===== config.mk =====
export PLATFORM = sky130hd
export DESIGN_NAME = spi_baud_divisor_search
export DESIGN_NICKNAME = d
export VERILOG_FILES = /design/src/rtl/spibd_pkg.sv /design/src/rtl/spibd_ctrl.sv /design/src/rtl/spibd_dp.sv /design/src/rtl/spi_baud_divisor_search.sv
export VERILOG_INCLUDE_DIRS = /design/src /design/src/rtl
export SDC_FILE = /design/constraint.sdc
export NUM_CORES = 1
export LEC_CHECK = 0
export ABC_AREA = 0
export BUFFER_PORTS_ARGS = -buffer_cell sky130_fd_sc_hd__buf_2
export CORE_ASPECT_RATIO = 0.8
export CORE_MARGIN = 8
export CORE_UTILIZATION = 50
export DETAILED_ROUTE_END_ITERATION = 6
export PLACE_DENSITY = 0.71
export SYNTH_ARGS = -nofsm -noshare
export SYNTH_HDL_FRONTEND = slang
export SYNTH_SLANG_ARGS = --single-unit

===== constraint.sdc =====
create_clock -name i_clk -period 18 [get_ports i_clk]
set_clock_uncertainty 0.05 [all_clocks]
set_input_delay 0 -clock i_clk [delete_from_list [all_inputs] [get_ports i_clk]]
set_output_delay 0 -clock i_clk [all_outputs]
set_load 0.1 [all_outputs]

===== src/rtl/spi_baud_divisor_search_assert.svh =====
// Assertion macros for the baud divisor search block.
// Used by modules that carry concurrent checks; needs i_clk and i_rst_n in scope.
`ifndef SPI_BAUD_DIVISOR_SEARCH_ASSERT_SVH
`define SPI_BAUD_DIVISOR_SEARCH_ASSERT_SVH
`ifndef SYNTHESIS
// Checked only out of reset.
`define SPIBD_ASSERT(lbl, prop) \
    lbl: assert property (@(posedge i_clk) disable iff (!i_rst_n) prop) \
        else $error("spibd assertion failed");
// Checked at every edge, reset included.
`define SPIBD_ASSERT_ALWAYS(lbl, prop) \
    lbl: assert property (@(posedge i_clk) prop) \
        else $error("spibd assertion failed");
`else
`define SPIBD_ASSERT(lbl, prop)
`define SPIBD_ASSERT_ALWAYS(lbl, prop)
`endif
`endif


===== src/rtl/spibd_pkg.sv =====
// Package for the baud divisor search: field widths, code limits and the
// controller-to-datapath command type. No dependencies.
`default_nettype none
package spibd_pkg;
    localparam int unsigned RATE_W     = 32;
    localparam int unsigned ACHIEVED_W = 31;
    localparam int unsigned PRE_W      = 3;
    localparam int unsigned DIV_W      = 4;
    localparam int unsigned BIT_W      = 5;   // counts the 32 divide steps
    localparam int unsigned REM_W      = 3;   // remainder stays below 8

    localparam logic [PRE_W-1:0]  PRESCALE_MAX = 3'd7;
    localparam logic [DIV_W-1:0]  DIVIDER_MAX  = 4'd8;
    localparam logic [BIT_W-1:0]  BIT_LAST     = 5'd31;
    localparam logic [RATE_W-1:0] CLK_RESET_HZ = 32'd24000000;

    typedef struct packed {
        logic             load;      // capture request, clear best pair
        logic             div_init;  // start clock / (p + 1)
        logic             div_step;  // one restoring divide step
        logic             cand;      // evaluate pair (p, d)
        logic             out_load;  // move best pair into the output register
        logic [PRE_W-1:0] p;
        logic [DIV_W-1:0] d;
    } t_cmd;
endpackage
`default_nettype wire


===== src/rtl/spibd_ctrl.sv =====
// Controller for the baud divisor search: handshakes, loop counters, commands.
// Depends on spibd_pkg and spi_baud_divisor_search_assert.svh.
`default_nettype none
`include "spi_baud_divisor_search_assert.svh"
module spibd_ctrl (
    input  wire logic          i_clk,
    input  wire logic          i_rst_n,
    input  wire logic          i_in_valid,
    output logic               o_in_stall,
    output logic               o_out_valid,
    input  wire logic          i_out_stall,
    output spibd_pkg::t_cmd    o_cmd
);
    import spibd_pkg::*;

    typedef enum logic [1:0] {S_IDLE, S_DIV, S_CAND, S_DONE} t_state;

    t_state           r_state, n_state;
    logic [PRE_W-1:0] r_p, n_p;
    logic [BIT_W-1:0] r_bit, n_bit;
    logic [DIV_W-1:0] r_d, n_d;
    logic             r_out_valid, n_out_valid;
    logic             c_accept;
    logic             c_out_free;

    assign c_accept    = (r_state == S_IDLE) && i_in_valid;
    assign c_out_free  = !r_out_valid || !i_out_stall;
    assign o_in_stall  = (r_state != S_IDLE);
    assign o_out_valid = r_out_valid;

    always_comb begin
        n_state     = r_state;
        n_p         = r_p;
        n_bit       = r_bit;
        n_d         = r_d;
        n_out_valid = r_out_valid && i_out_stall;
        o_cmd       = '0;
        o_cmd.p     = r_p;
        o_cmd.d     = r_d;
        unique case (r_state)
            S_IDLE: begin
                if (c_accept) begin
                    o_cmd.load     = 1'b1;
                    o_cmd.div_init = 1'b1;
                    n_p            = '0;
                    n_bit          = '0;
                    n_state        = S_DIV;
                end
            end
            S_DIV: begin
                o_cmd.div_step = 1'b1;
                n_bit          = r_bit + 1'b1;
                if (r_bit == BIT_LAST) begin
                    n_d     = '0;
                    n_state = S_CAND;
                end
            end
            S_CAND: begin
                o_cmd.cand = 1'b1;
                n_d        = r_d + 1'b1;
                if (r_d == DIVIDER_MAX) begin
                    if (r_p == PRESCALE_MAX) begin
                        n_state = S_DONE;
                    end else begin
                        o_cmd.div_init = 1'b1;
                        n_p            = r_p + 1'b1;
                        n_bit          = '0;
                        n_state        = S_DIV;
                    end
                end
            end
            S_DONE: begin
                if (c_out_free) begin
                    o_cmd.out_load = 1'b1;
                    n_out_valid    = 1'b1;
                    n_state        = S_IDLE;
                end
            end
            default: n_state = S_IDLE;
        endcase
    end

    always_ff @(posedge i_clk) begin
        if (!i_rst_n) begin
            r_state     <= S_IDLE;
            r_p         <= '0;
            r_bit       <= '0;
            r_d         <= '0;
            r_out_valid <= 1'b0;
        end else begin
            r_state     <= n_state;
            r_p         <= n_p;
            r_bit       <= n_bit;
            r_d         <= n_d;
            r_out_valid <= n_out_valid;
        end
    end

    `SPIBD_ASSERT(a_accept_starts_div, c_accept |=> (r_state == S_DIV && r_bit == '0))
    `SPIBD_ASSERT(a_div_runs_full, (r_state == S_DIV && r_bit != BIT_LAST) |=> r_state == S_DIV)
    `SPIBD_ASSERT(a_out_load_valid, o_cmd.out_load |=> (r_out_valid && r_state == S_IDLE))
    `SPIBD_ASSERT(a_d_in_range, r_d <= DIVIDER_MAX + 4'd1)
endmodule
`default_nettype wire


===== src/rtl/spibd_dp.sv =====
// Datapath for the baud divisor search: clock register, bit-serial divide by
// p + 1, candidate compare and best-pair tracking, output register. Uses spibd_pkg.
`default_nettype none
module spibd_dp (
    input  wire logic                            i_clk,
    input  wire logic                            i_rst_n,
    input  wire logic                            i_cfg_we,
    input  wire logic [spibd_pkg::RATE_W-1:0]    i_cfg_wdata,
    input  wire logic [spibd_pkg::RATE_W-1:0]    i_desired_rate,
    input  wire spibd_pkg::t_cmd                 i_cmd,
    output logic [spibd_pkg::PRE_W-1:0]          o_prescale_code,
    output logic [spibd_pkg::DIV_W-1:0]          o_divider_code,
    output logic [spibd_pkg::ACHIEVED_W-1:0]     o_achieved_rate,
    output logic                                 o_found
);
    import spibd_pkg::*;

    logic [RATE_W-1:0]     r_clk_hz;
    logic [RATE_W-1:0]     r_req;
    logic [RATE_W-1:0]     r_quo;      // dividend shifts out, quotient shifts in
    logic [REM_W-1:0]      r_rem;
    logic                  r_have;
    logic [RATE_W-1:0]     r_best_short;
    logic [PRE_W-1:0]      r_best_p;
    logic [DIV_W-1:0]      r_best_d;
    logic [ACHIEVED_W-1:0] r_best_rate;
    logic [PRE_W-1:0]      r_o_p;
    logic [DIV_W-1:0]      r_o_d;
    logic [ACHIEVED_W-1:0] r_o_rate;
    logic                  r_o_found;

    logic [DIV_W-1:0]      c_divisor;
    logic [REM_W:0]        c_trial;
    logic                  c_qbit;
    logic [REM_W:0]        c_diff;
    logic [DIV_W-1:0]      c_shamt;
    logic [RATE_W-1:0]     c_rate;
    logic [RATE_W-1:0]     c_short;
    logic                  c_take;

    // restoring step: divisor is 1..8, so the partial remainder fits in 3 bits
    assign c_divisor = {1'b0, i_cmd.p} + 4'd1;
    assign c_trial   = {r_rem, r_quo[RATE_W-1]};
    assign c_qbit    = (c_trial >= c_divisor);
    assign c_diff    = c_trial - c_divisor;

    // floor(floor(clk/(p+1)) / 2^(d+1)) equals floor(clk/((p+1)*2^(d+1)))
    assign c_shamt = i_cmd.d + 4'd1;
    assign c_rate  = r_quo >> c_shamt;
    assign c_short = r_req - c_rate;
    assign c_take  = (r_req >= c_rate) && (!r_have || (c_short < r_best_short));

    always_ff @(posedge i_clk) begin
        if (!i_rst_n) begin
            r_clk_hz  <= CLK_RESET_HZ;
            r_have    <= 1'b0;
            r_o_found <= 1'b0;
        end else begin
            if (i_cfg_we) begin
                r_clk_hz <= i_cfg_wdata;
            end
            if (i_cmd.load) begin
                r_have <= 1'b0;
            end else if (i_cmd.cand && c_take) begin
                r_have <= 1'b1;
            end
            if (i_cmd.out_load) begin
                r_o_found <= r_have;
            end
        end
    end

    always_ff @(posedge i_clk) begin
        if (i_cmd.load) begin
            r_req       <= i_desired_rate;
            r_best_p    <= '0;
            r_best_d    <= '0;
            r_best_rate <= '0;
        end else if (i_cmd.cand && c_take) begin
            r_best_short <= c_short;
            r_best_p     <= i_cmd.p;
            r_best_d     <= i_cmd.d;
            r_best_rate  <= c_rate[ACHIEVED_W-1:0];
        end
        if (i_cmd.div_init) begin
            r_quo <= r_clk_hz;
            r_rem <= '0;
        end else if (i_cmd.div_step) begin
            r_quo <= {r_quo[RATE_W-2:0], c_qbit};
            r_rem <= c_qbit ? c_diff[REM_W-1:0] : c_trial[REM_W-1:0];
        end
        if (i_cmd.out_load) begin
            r_o_p    <= r_best_p;
            r_o_d    <= r_best_d;
            r_o_rate <= r_best_rate;
        end
    end

    assign o_prescale_code = r_o_p;
    assign o_divider_code  = r_o_d;
    assign o_achieved_rate = r_o_rate;
    assign o_found         = r_o_found;
endmodule
`default_nettype wire


===== src/rtl/spi_baud_divisor_search.sv =====
// Sequence from input transfer to output valid: for each of the 8
//   prescaler codes a 32-step bit-serial divide of the clock by p+1 is followed by
//   one candidate evaluation per divider code (0 to 8), then the output is loaded.
// A new request is taken only after the result is loaded; input stalls from transfer until
//   that load, which waits while the previous result still sits stalled in the output.
// Reset (i_rst_n low, synchronous): idle, no output valid, clock register 24 MHz.
`default_nettype none
module spi_baud_divisor_search (
    input  wire logic                            i_clk,
    input  wire logic                            i_rst_n,
    // configuration: source clock in Hz, write only while idle
    input  wire logic                            i_cfg_we,
    input  wire logic [spibd_pkg::RATE_W-1:0]    i_cfg_wdata,
    // request channel
    input  wire logic                            i_in_valid,
    output logic                                 o_in_stall,
    input  wire logic [spibd_pkg::RATE_W-1:0]    i_desired_rate,
    // result channel
    output logic                                 o_out_valid,
    input  wire logic                            i_out_stall,
    output logic [spibd_pkg::PRE_W-1:0]          o_prescale_code,
    output logic [spibd_pkg::DIV_W-1:0]          o_divider_code,
    output logic [spibd_pkg::ACHIEVED_W-1:0]     o_achieved_rate,
    output logic                                 o_found
);
    import spibd_pkg::*;

    // command bundle: controller sequences the loops, datapath does the math
    t_cmd w_cmd;

    // Controller: request/result transfers, prescaler, divide-step and
    // divider-code counters.
    spibd_ctrl u_ctrl (
        .i_clk       (i_clk),
        .i_rst_n     (i_rst_n),
        .i_in_valid  (i_in_valid),
        .o_in_stall  (o_in_stall),
        .o_out_valid (o_out_valid),
        .i_out_stall (i_out_stall),
        .o_cmd       (w_cmd)
    );

    // Datapath: rate = (clk / (p+1)) >> (d+1); keeps the first pair with the
    // strictly smallest shortfall not above the request, tracked with a valid bit.
    spibd_dp u_dp (
        .i_clk           (i_clk),
        .i_rst_n         (i_rst_n),
        .i_cfg_we        (i_cfg_we),
        .i_cfg_wdata     (i_cfg_wdata),
        .i_desired_rate  (i_desired_rate),
        .i_cmd           (w_cmd),
        .o_prescale_code (o_prescale_code),
        .o_divider_code  (o_divider_code),
        .o_achieved_rate (o_achieved_rate),
        .o_found         (o_found)
    );
endmodule
`default_nettype wire

* Word-level counts from Yosys, hierarchy flattened *
Cells that the tools add are included.

storage, ports and cells
  register bits after elaboration = 224
  bits in latches = 0
  bits in writable memories = 0
  memory bits (read-only) = 0
  output and inout port bits = 41
  logic and storage cells = 92
  memories kept = 0

operators by class
  $add $sub $neg = 6
  multipliers = 0
  div/mod/pow operators = 0
  magnitude comparators = 3
  equal/unequal tests = 11
  shift operators = 1
  multiplexer cells = 30
  bitwise gates (word level) = 2
  reductions and logical operators = 21

operators with widths
  operator             count
  $mux 32              2
  $ge 32x32->1         1
  $lt 32x32->1         1
  $shr 32x4->32        1
  $sub 32x32->32       1
  $mux 5               3
  $pmux 5 s3           1
  $mux 2               6
  $mux 3               4
  $reduce_and 4->1     3
  $mux 1               9
  $ne 2x1->1 const B   4
  $pmux 2 s4           1
  $pmux 4 s2           1
  $reduce_bool 2->1    4
  $pmux 3 s2           1
  $add 5x1->5 const B  1
  $eq 5x5->1 const B   1
  $add 3x1->4 const B  1
  $add 4x1->4 const B  1
  $eq 2x2->1 const B   2
  $eq 4x4->1 const B   1
  $ge 4x4->1           1
  $logic_and 1x1->1    4
  14 further kinds     19

* Logic depth before layout (Yosys ltp) *
  depth in word-level cells = 8
  mapped depth = 33
  gate-level depth less buffers = 25

* Modules after synthesis *
From an unflattened synthesis, not the netlist that was laid out.

unflattened totals
  cell total of the unflattened synthesis = 1152
  area, all modules = 12299.3 µm²

by module, submodules not included
  module      instances  cells each  area each (µm²)
  spibd_dp    1          1057        11464.7
  spibd_ctrl  1          95          834.6

* Worst setup path after synthesis *
OpenSTA, ideal clock, no wires.

  kind = reg2reg
  from = reg u_ctrl.r_d[0]
  to = reg u_dp.r_best_short[0], enable pin
  setup time = 372 ps
  arrival time = 6517 ps
  required time = 17578 ps
  slack = 11062 ps
  stages on the path, launching flop included = 31
  buffers on the path = 8
  cell sequence = dfxtp_1 > buf_2 > inv_2 > buf_2 > ha_1 > buf_2 > buf_2 > buf_2 > mux2i_1 > nand2_1 > o211ai_1 > o21ai_0 > o21ai_0 > ha_1 > nor2b_1 > o2111ai_1 > a21oi_1 > nor3_2 > a211oi_1 > or4b_1 > o211a_1 > ha_1 > a21oi_1 > a21oi_1 > a211oi_1 > o22ai_1 > or3b_1 > clkbuf_1 > buf_6 > buf_6 > inv_2

on the way
  longest elaborated chain between the ends = 8
  elaborated cells between the ends (all ways) = 9
  classes of those cells = 2 x add/sub; 2 x order compare; 1 x shift; 4 x reduce/logical

ends and longest elaborated chain
  item                        line              source
  start, declared             spibd_ctrl.sv:21  logic [DIV_W-1:0] r_d, n_d;
  start signal, assigned      spibd_ctrl.sv:94  r_d <= n_d;
  $add 4x1->4                 spibd_dp.sv:48    assign c_shamt = i_cmd.d + 4'd1;
  $shr 32x4->32               spibd_dp.sv:49    assign c_rate = r_quo >> c_shamt;
  $sub 32x32->32              spibd_dp.sv:50    assign c_short = r_req - c_rate;
  via u_dp.c_short[27]        spibd_dp.sv:38    logic [RATE_W-1:0] c_short;
  $lt 32x32->1                spibd_dp.sv:51    assign c_take = (r_req >= c_rate) && (!r_have || (c_short < r_best_short));
  $logic_or 1x1->1            spibd_dp.sv:51
  $logic_and 1x1->1           spibd_dp.sv:51
  $logic_and 1x1->1           spibd_dp.sv:79    end else if (i_cmd.cand && c_take) begin
  $reduce_and 2->1 (no line)  -
  end signal, assigned        spibd_dp.sv:80    r_best_short <= c_short;
  end, declared               spibd_dp.sv:23    logic [RATE_W-1:0] r_best_short;

The timed path passes the listed nets, and every way through them passes these cells.
A chain may end at the register's enable or synchronous reset.

* Worst setup path after layout *
  from = reg u_ctrl.r_d[0]
  to = reg u_dp.r_best_short[12], enable pin

The elaborated chain is that of the path after synthesis.

==> metrics.md <==
| Metric | Value |
|---|---|
| Outcome | finished clean |
| Area occupied by multi-input gates | 5960 um2 |
| Initial antenna violation count | 0 |
| Placeable Area | roughly 24,000 um2 |
| Slew Limit Fails | 0 |
| DRC errors left | 0 |
| Max Cap Viol | 0 |
| Largest net degree at the start of global routing | 80 |
| Crit share post-route | roughly 43% |
| Sequential area share after synthesis | 47.6% |
| Final WS setup | slightly above 10 ns |
| Hold Path Depth | 3 |
| FFs w/ async S/R, synth | 0% |
| Commonest non-fill, non-tap cell in the layout | edfxtp_1 |
| Worst Path Arrival | around 7.8 ns |
| RSZ-0062 raised after global routing | no |
| Non-Filler Instances | about 1,700 |
| Via count | about 9,000 |
| Die width | 191 um |
| Max IR drop VDD | 0.0765 mV |
| Grt total ovfl | 0 |
| Share of cells above drive strength 1 | between 15 and 20% |
| Slew of the pin with the lowest slew margin | about 1.2 ns |
| Hold Path Class | in2reg |
| Leakage | around 6.0 nW |
| Total Power | 1.36 mW |
| Port Buffers | between 100 and 150 |
| NumNets Final | 1,463 |
| H-tree depth | 1 |
| Iter 0 DRT Violations | 802 |
| Final Hold Fails | 0 |
| TritonCTS clock tree | done |
| CP endpoint kind | flip-flop |
| Post-DP Area | between 10,000 and 15,000 um2 |
| Post-layout util | roughly three fifths |
| Die height | approximately 160 um |
| Dpl cells | around 1,500 |
| RePlAce Congestion | 0.905 |
| Worst reg-to-reg path cell count | 22 |
| Worst-path clk slew | 0.06 ns |
| Vias in the first global route | 8,849 |
| Seq cells post-synth | 224 |
| CTS buffer count | 23 |
| I/O pin count | 110 |
| Total die area | between 20,000 and 30,000 um2 |
| CTS Sinks | about 220 |
| Normalized max-slew margin | between 20% and 30% |
| Hold Worst Slack | 0.0489 ns |
| Half-perimeter wire length after placement | 21,200 um |
| Post-Syn Area | between 10,000 and 15,000 um2 |
| Setup WS pre-CTS | between 10 and 15 ns |
| Power Density | about 94 nW/um2 |
| FP Rows | between 50 and 60 |
| Critical hold path startpoint | i_rst_n |
| Total GRT Usage | 19.5% |
| Fin crit period | approximately 7.7 ns |
| Root Driver | clkbuf_16 |
| Syn_nets | between 1,000 and 1,500 |
| Initial Util | between 50 and 60% |
| Crit path launch | u_ctrl.r_d[0] |
| CTS max path bufs | 3 |
| Post-CTS Repair Setup Buffers | 0 |
| Worst Path Required | between 15 and 20 ns |
| Worst skew pair latency | 0.52 ns |
| Drt wl/cell | 18.0 um |
| Endpoints failing setup | 0 |
| Commonest cells after routing, fill and taps aside | 134 x edfxtp_1, 130 x nand2_1, 109 x buf_2 |
| CP Launch Type | flip-flop |
| Max Clock Freq | 130 MHz |
| Syn Area/Cell | 10.6 um2 |
| Fill cells | 1,974 |
| Post-synth EDFFs | 134 |
| Post-detailed-route count of antenna-violating nets | 0 |
| Setup_tns | 0 ns |
| Final antenna diode count | 0 |
| Seq. cell area | approximately 5800 um2 |
| DR pass1 iterations | 5 |
| Global-route wire length before repair | ~47,000 um |
| Overall routed net length | between 20,000 and 30,000 um |
| Synth unique cells | 67 |
| Post-synth top flop | edfxtp_1 |
| Worst Setup Path Type | reg2reg |
| Vias per std cell | between 5 and 6 |
| Synthesis-to-finish area growth | 18.5% |
| Synth Instances | between 1,000 and 1,500 |
| Fin area | 14,500 um2 |
| R2r startpoint | u_ctrl.r_d[0] |
| Ys Warns | 0 |
| CP Max Fanout | 39 |
-- critical path, stage by stage (launching register included) --
cell and delay, ns:
dfxtp_1 0.34, buf_4 0.36, nand3_1 0.26, xnor2_2 0.92, a21oi_1 0.23, nand2_1 0.15
o21ai_0 0.23, ha_1 0.39, nor2b_1 0.17, o2111ai_1 0.15, a21oi_1 0.23, nor3_2 0.11
a211oi_1 0.66, nor2_1 0.12, o311ai_0 0.46, ha_1 0.21, nand4_1 0.12, or3_1 0.40
nor4b_1 0.34, o41ai_1 0.14, or3b_2 0.21, buf_4 0.51, inv_2 0.49
-- cells by family after synthesis --
family | after synthesis | synth area share [%]
AO/OA/AOI/OAI | 213 | 10.7
flip-flops | 224 | 47.6
multiplexers | 164 | 14.4
adder cells (fa/ha/maj) | 75 | 7.80
XOR/XNOR | 33 | 2.42
AND/OR/NAND/NOR | 334 | 13.1
buffers and inverters | 115 | 3.96
-- layout make-up --
cell class / instances / share of cell area [%]
Multi-Input combinational cell: 819 / 41.1
Sequential cell: 224 / 40.2
Timing Repair Buffer: 196 / 9.58
Clock buffer: 30 / 4.22
Tap cell: 318 / 2.75
Inverter: 55 / 1.42
Clock inverter: 11 / 0.682
-- synth_stat cells (6+ instances only) --
cell,count,area [um2]
mux2_2,59,664
o21ai_0,48,240
inv_1,52,195
buf_2,18,90.1
nor2b_1,32,200
a31oi_1,8,50.1
o21ai_1,10,50.1
nand2b_1,16,100
a21oi_1,70,350
nand3_1,32,160
nand2_1,131,492
nor3_1,6,30.0
ha_1,73,913
a21o_1,12,90.1
a211oi_1,9,67.6
nand4_1,13,81.3
clkbuf_1,32,120
mux2i_1,100,1000
nor2_1,70,263
o211ai_1,15,113
edfxtp_1,134,4020
xnor2_1,17,149
or3_1,8,50.1
dfxtp_1,90,1800
o21a_1,7,52.6
xor2_1,15,131
-- power by group --
part / total [mW] / switching [mW] / internal (mW)
sequential: 0.596 / 0.0192 / 0.577
clock: 0.452 / 0.196 / 0.256
combinational: 0.311 / 0.177 / 0.134
total: 1.36 / 0.393 / 0.966
-- state kept, by name, summed over array words and instances (netlist names), 2 cells and up --
signal and count:
u_ctrl.r_bit 5, u_ctrl.r_d 4, u_ctrl.r_p 3, u_ctrl.r_state 2
u_dp.o_achieved_rate 31, u_dp.o_divider_code 4, u_dp.o_prescale_code 3, u_dp.r_best_d 4
u_dp.r_best_p 3, u_dp.r_best_rate 31, u_dp.r_best_short 32, u_dp.r_clk_hz 32
u_dp.r_quo 32, u_dp.r_rem 3, u_dp.r_req 32
-- layer usage --
layer	global-route usage, %	part of all wire, %
met1	28.2	48
met2	29.2	43
met3	3.98	6.8
met4	4.76	2.3
met5	0	0
-- worst paths after layout --
kind / slack (ns) / to
setup / recovery: 10.33 / u_dp.r_best_short[12]
hold / removal: 0.05 / u_dp.r_have
setup reg to reg: 10.33 / u_dp.r_best_short[12]
hold reg to reg: 0.38 / u_dp.o_achieved_rate[23]
-- what timing repair did --
item / CTS / global route
hold buffers: 76 / 0
endpoints found under the setup margin: 0 / 0
gates resized for setup: 0 / 0
endpoints found under the hold margin: 67 / 0
Power figures use the tool's default switching activity.
